==> config.mk <==
export PLATFORM = sky130hd
export DESIGN_NAME = bpa_ctrl
export DESIGN_NICKNAME = d
export VERILOG_FILES = /design/src/design/bpa_pkg.sv /design/src/design/bpa_ctrl.sv
export SDC_FILE = /design/constraint.sdc
export NUM_CORES = 1
export LEC_CHECK = 0
export BUFFER_PORTS_ARGS = -buffer_cell sky130_fd_sc_hd__buf_2
export CORE_AREA = 2 2 39 41
export CTS_BUF_LIST = sky130_fd_sc_hd__clkbuf_2
export DETAILED_ROUTE_END_ITERATION = 16
export DIE_AREA = 0 0 41 43
export MAX_ROUTING_LAYER = met4
export PLACE_DENSITY = 0.47
export SLEW_MARGIN = 15
export SYNTH_ARGS = -nofsm -noshare
export SYNTH_HDL_FRONTEND = slang
export SYNTH_SLANG_ARGS = --single-unit
==> constraint.sdc <==
create_clock -name aclk -period 1.5 [get_ports aclk]
set_input_delay 0.075 -clock aclk [delete_from_list [all_inputs] [get_ports aclk]]
set_output_delay 0.075 -clock aclk [all_outputs]
set_load 0.1 [all_outputs]
==> src/design/bpa_pkg.sv <==
// Shared constants, command and status codes, and controller/datapath
// interface structs for the bitmap page allocator.
// No dependencies.
package bpa_pkg;

    // Map geometry
    localparam int PAGE_COUNT    = 65536;
    localparam int MAP_WORD_BITS = 64;
    localparam int PAGE_W        = 16;   // page index field width
    localparam int CNT_W         = 17;   // counts and limit width
    localparam int LIMIT_MAX     = (PAGE_COUNT < 65536) ? PAGE_COUNT : 65536;
    localparam int MAP_WORDS     = (LIMIT_MAX + MAP_WORD_BITS - 1) / MAP_WORD_BITS;
    localparam int BIT_W         = $clog2(MAP_WORD_BITS);
    localparam int WADDR_W       = PAGE_W - BIT_W;
    localparam int RESERVE_MAX   = 65536;

    // Stream payload widths
    localparam int S_TDATA_W = 24;
    localparam int M_TDATA_W = 72;

    // Command codes
    localparam logic [2:0] CMD_ALLOC     = 3'd0;
    localparam logic [2:0] CMD_FREE      = 3'd1;
    localparam logic [2:0] CMD_LOCK      = 3'd2;
    localparam logic [2:0] CMD_RESERVE   = 3'd3;
    localparam logic [2:0] CMD_UNRESERVE = 3'd4;

    // Status codes
    localparam logic [1:0] STAT_DONE     = 2'd0;
    localparam logic [1:0] STAT_OOM      = 2'd1;
    localparam logic [1:0] STAT_NOCHANGE = 2'd2;
    localparam logic [1:0] STAT_RANGE    = 2'd3;

    // Controller to datapath
    typedef struct packed {
        logic clear;     // clearing pass: write zero word, step address
        logic accept;    // capture a command
        logic eval;      // map word is in the read register
        logic load_out;  // move the result into the output register
    } bpa_cmd_t;

    // Datapath to controller
    typedef struct packed {
        logic clear_done; // last map word is being cleared
        logic scan_more;  // allocate found nothing here, next word is in range
        logic out_busy;   // output register holds a result not yet taken
    } bpa_stat_t;

endpackage

==> src/design/bpa_ctrl.sv <==
// Controller state machine of the bitmap page allocator.
// Depends on bpa_pkg (command/status structs).
module bpa_ctrl (
    input  logic                aclk,
    input  logic                aresetn,
    input  logic                s_tvalid,
    output logic                s_tready,
    output bpa_pkg::bpa_cmd_t   ctl,
    input  bpa_pkg::bpa_stat_t  sts
);

    typedef enum logic [2:0] {
        ST_CLEAR,
        ST_IDLE,
        ST_READ,
        ST_EVAL,
        ST_RESP
    } state_t;

    state_t state_reg, state_next;
    logic   s_tready_reg;

    // Next state and datapath commands
    always_comb begin
        state_next   = state_reg;
        ctl.clear    = 1'b0;
        ctl.accept   = 1'b0;
        ctl.eval     = 1'b0;
        ctl.load_out = 1'b0;
        case (state_reg)
            ST_CLEAR: begin
                ctl.clear = 1'b1;
                if (sts.clear_done) begin
                    state_next = ST_IDLE;
                end
            end
            ST_IDLE: begin
                if (s_tvalid && s_tready_reg) begin
                    ctl.accept = 1'b1;
                    state_next = ST_READ;
                end
            end
            ST_READ: begin
                state_next = ST_EVAL;
            end
            ST_EVAL: begin
                ctl.eval = 1'b1;
                if (!sts.scan_more) begin
                    state_next = ST_RESP;
                end
            end
            ST_RESP: begin
                if (!sts.out_busy) begin
                    ctl.load_out = 1'b1;
                    state_next   = ST_IDLE;
                end
            end
            default: begin
                state_next = ST_CLEAR;
            end
        endcase
    end

    // State and registered ready
    always_ff @(posedge aclk) begin
        if (!aresetn) begin
            state_reg    <= ST_CLEAR;
            s_tready_reg <= 1'b0;
        end else begin
            state_reg    <= state_next;
            s_tready_reg <= (state_next == ST_IDLE);
        end
    end

    assign s_tready = s_tready_reg;

endmodule

==> metrics.txt <==
outcome finished clean; Max Cap Viol 0; Final Total Pwr ~460 uW; CTS Root Cell clkbuf_2; Tcrit/Tclk final between 90% and 100%; Worst Hold Class in2reg; CTS tree done; Die Width 41 um; Largest register FFs 3; Power per Cell Area about 1100 nW/um^2; share of cells above drive strength 1 a little under three fifths; vias in the first global route 234; Synth Area in Simple Gates between 30 and 40%; Worst setup EP type output port; IO buf count 10; Synth Area in Compound Gates 26.02%; Post-synth EDFFs 0; via count between 200 and 250; shortest period the worst path allows between 1 and 1.5 ns; initial antenna violation count 0; startpoint types flop; predominant post-synthesis flop cell dfxtp_1; Post-CTS Setup Repair Bufs 0; leakage power 0.0001609 uW; Slew Limit Fails 0; via density per instance around 4.3; total track usage 8.557%; CP required approximately 1.4 ns; f_max ~0.71 GHz; gpl congestion about 0.65; largest net degree at the start of global routing 10; Die Area 1763 um^2; post-synthesis adder-cell area fraction 0%; first-pass GRT wire length between 900 and 1000 um; worst slew pin tran ~0.48 ns; crit-path max FO 9; core region area 1384 um^2; number of synthesis warnings 0; RSZ-0062 raised after global routing false; CTS H-tree lvls 1; post-synthesis sequential area ratio approximately 33%; clock slew at reported path FFs around 0.060 ns; total grt overflow 0; final WL ~570 um; final antenna-violating net count 0; mux contribution to synthesized area 0%; Antenna diodes 0; average wire per standard cell 9.947 um; layout net count 48; Die Height 43 um; # rows 14; clk_lat worst skew about 0.21 ns; Starting DRT DRC Count 3; Boundary Pins 11; average cell area after synthesis 8.758 um^2; Synth async-reset ratio 0%; Post-CTS Resized 0; initial core utilization 17.72%; Placed Cells between 50 and 60; total of flip-flops plus latches after synthesis 4; VDD IR-drop max roughly 0.37 mV; Worst EP arrival between 1 and 1.5 ns; drt pass-1 iters 2; synth unique cells 22; Post-Route Skew 0.01240 ns; Cells after Synth 28; crit path kind reg2out; post-synthesis xor/xnor area fraction 0%; main combinational cell family by area after synthesis simple AND/OR/NAND/NOR gates; CTS Hold Buffers Added 0; Synthesized Nets 34; non-filler cells in the finished layout 57; TritonCTS buffer count 3; Max transition margin roughly 68%; area grow syn2layout 64.29%; # DRC 0; Final Setup Violations 0; final hold vios 0; clk buf depth 2; clk sinks 4; Post-Syn Area about 250 um^2
per-layer routing:
metal	GRT usage [%]	wire length, um
met5	-	0
met4	10.00	0
met3	1.571	31
met2	11.25	303
met1	9.385	232
report_power, final:
group | internal (uW) | switching (uW)
logic | 55.0 | 145
clock network | 70.4 | 46.7
registers | 123 | 23.3
total | 248 | 215
synth_stat cells (2+ instances only):
master	count	area share, %
nor2_1	2	3.1
nor2b_1	2	5.1
nor3_1	2	4.1
dfxtp_1	4	33
final cells by class:
type | instances | area [um^2]
Inverter | 1 | 3.754
Tap cell | 16 | 20.02
Sequential cell | 4 | 85.08
Multi-Input combinational cell | 22 | 178.9
Fill cell | 147 | 980.9
Clock buffer | 4 | 20.02
Timing Repair Buffer | 10 | 95.09
path summary, 6_finish.rpt:
kind	start	slack [ns]	cells past startpoint	to
worst max-delay path	state_reg[1]	0.1	3	ctl[1]
worst min-delay path	aresetn	0.13	2	state_reg[2]
worst max register to register	state_reg[0]	0.33	4	s_tready
worst min register to register	s_tready	0.65	2	state_reg[1]
cell usage in the layout (no fill, tap or decap), drive strengths merged:
cell type / count
o21a: 1
a31oi: 1
nor3: 2
nor3b: 1
dfxtp: 4
nand2: 1
a211oi: 1
nor2b: 2
a21oi: 1
or2b: 1
nor2: 2
nand3: 1
buf: 10
inv: 1
clkbuf: 4
and2b: 2
nand2b: 1
a32oi: 1
o32ai: 1
a22oi: 1
and2: 2
worst max-delay path, cell delays in order, from the launching register on:
cell	delay, ns
dfxtp_1	0.56
and2b_2	0.22
and2_1	0.16
buf_12	0.18
logic make-up after synthesis:
kind of cell | Yosys count
and+or+nand+nor | 15
AOI/OAI and AO/OA | 7
buffers and inverters | 2
DFF | 4
stage by stage:
| stage | util, % | setup slack (ns) | hold slack, ns | TNS (ns) | area, um^2 |
|---|---|---|---|---|---|
| after global routing | 29.11 | 0.01341 | 0.1418 | 0 | 402.9 |
| after floorplan | - | -0.1027 | 0.2032 | -0.1027 | 271.5 |
| after detailed placement | 27.58 | 0.2953 | 0.3522 | 0 | 381.6 |
| after CTS | 29.02 | 0.05024 | 0.1138 | 0 | 401.6 |
| final | 29.11 | 0.09703 | 0.1269 | 0 | 402.9 |
| after global placement | 27.58 | 0.2953 | 0.3385 | 0 | 381.6 |
No activity file was read; power rests on OpenSTA's default activity.
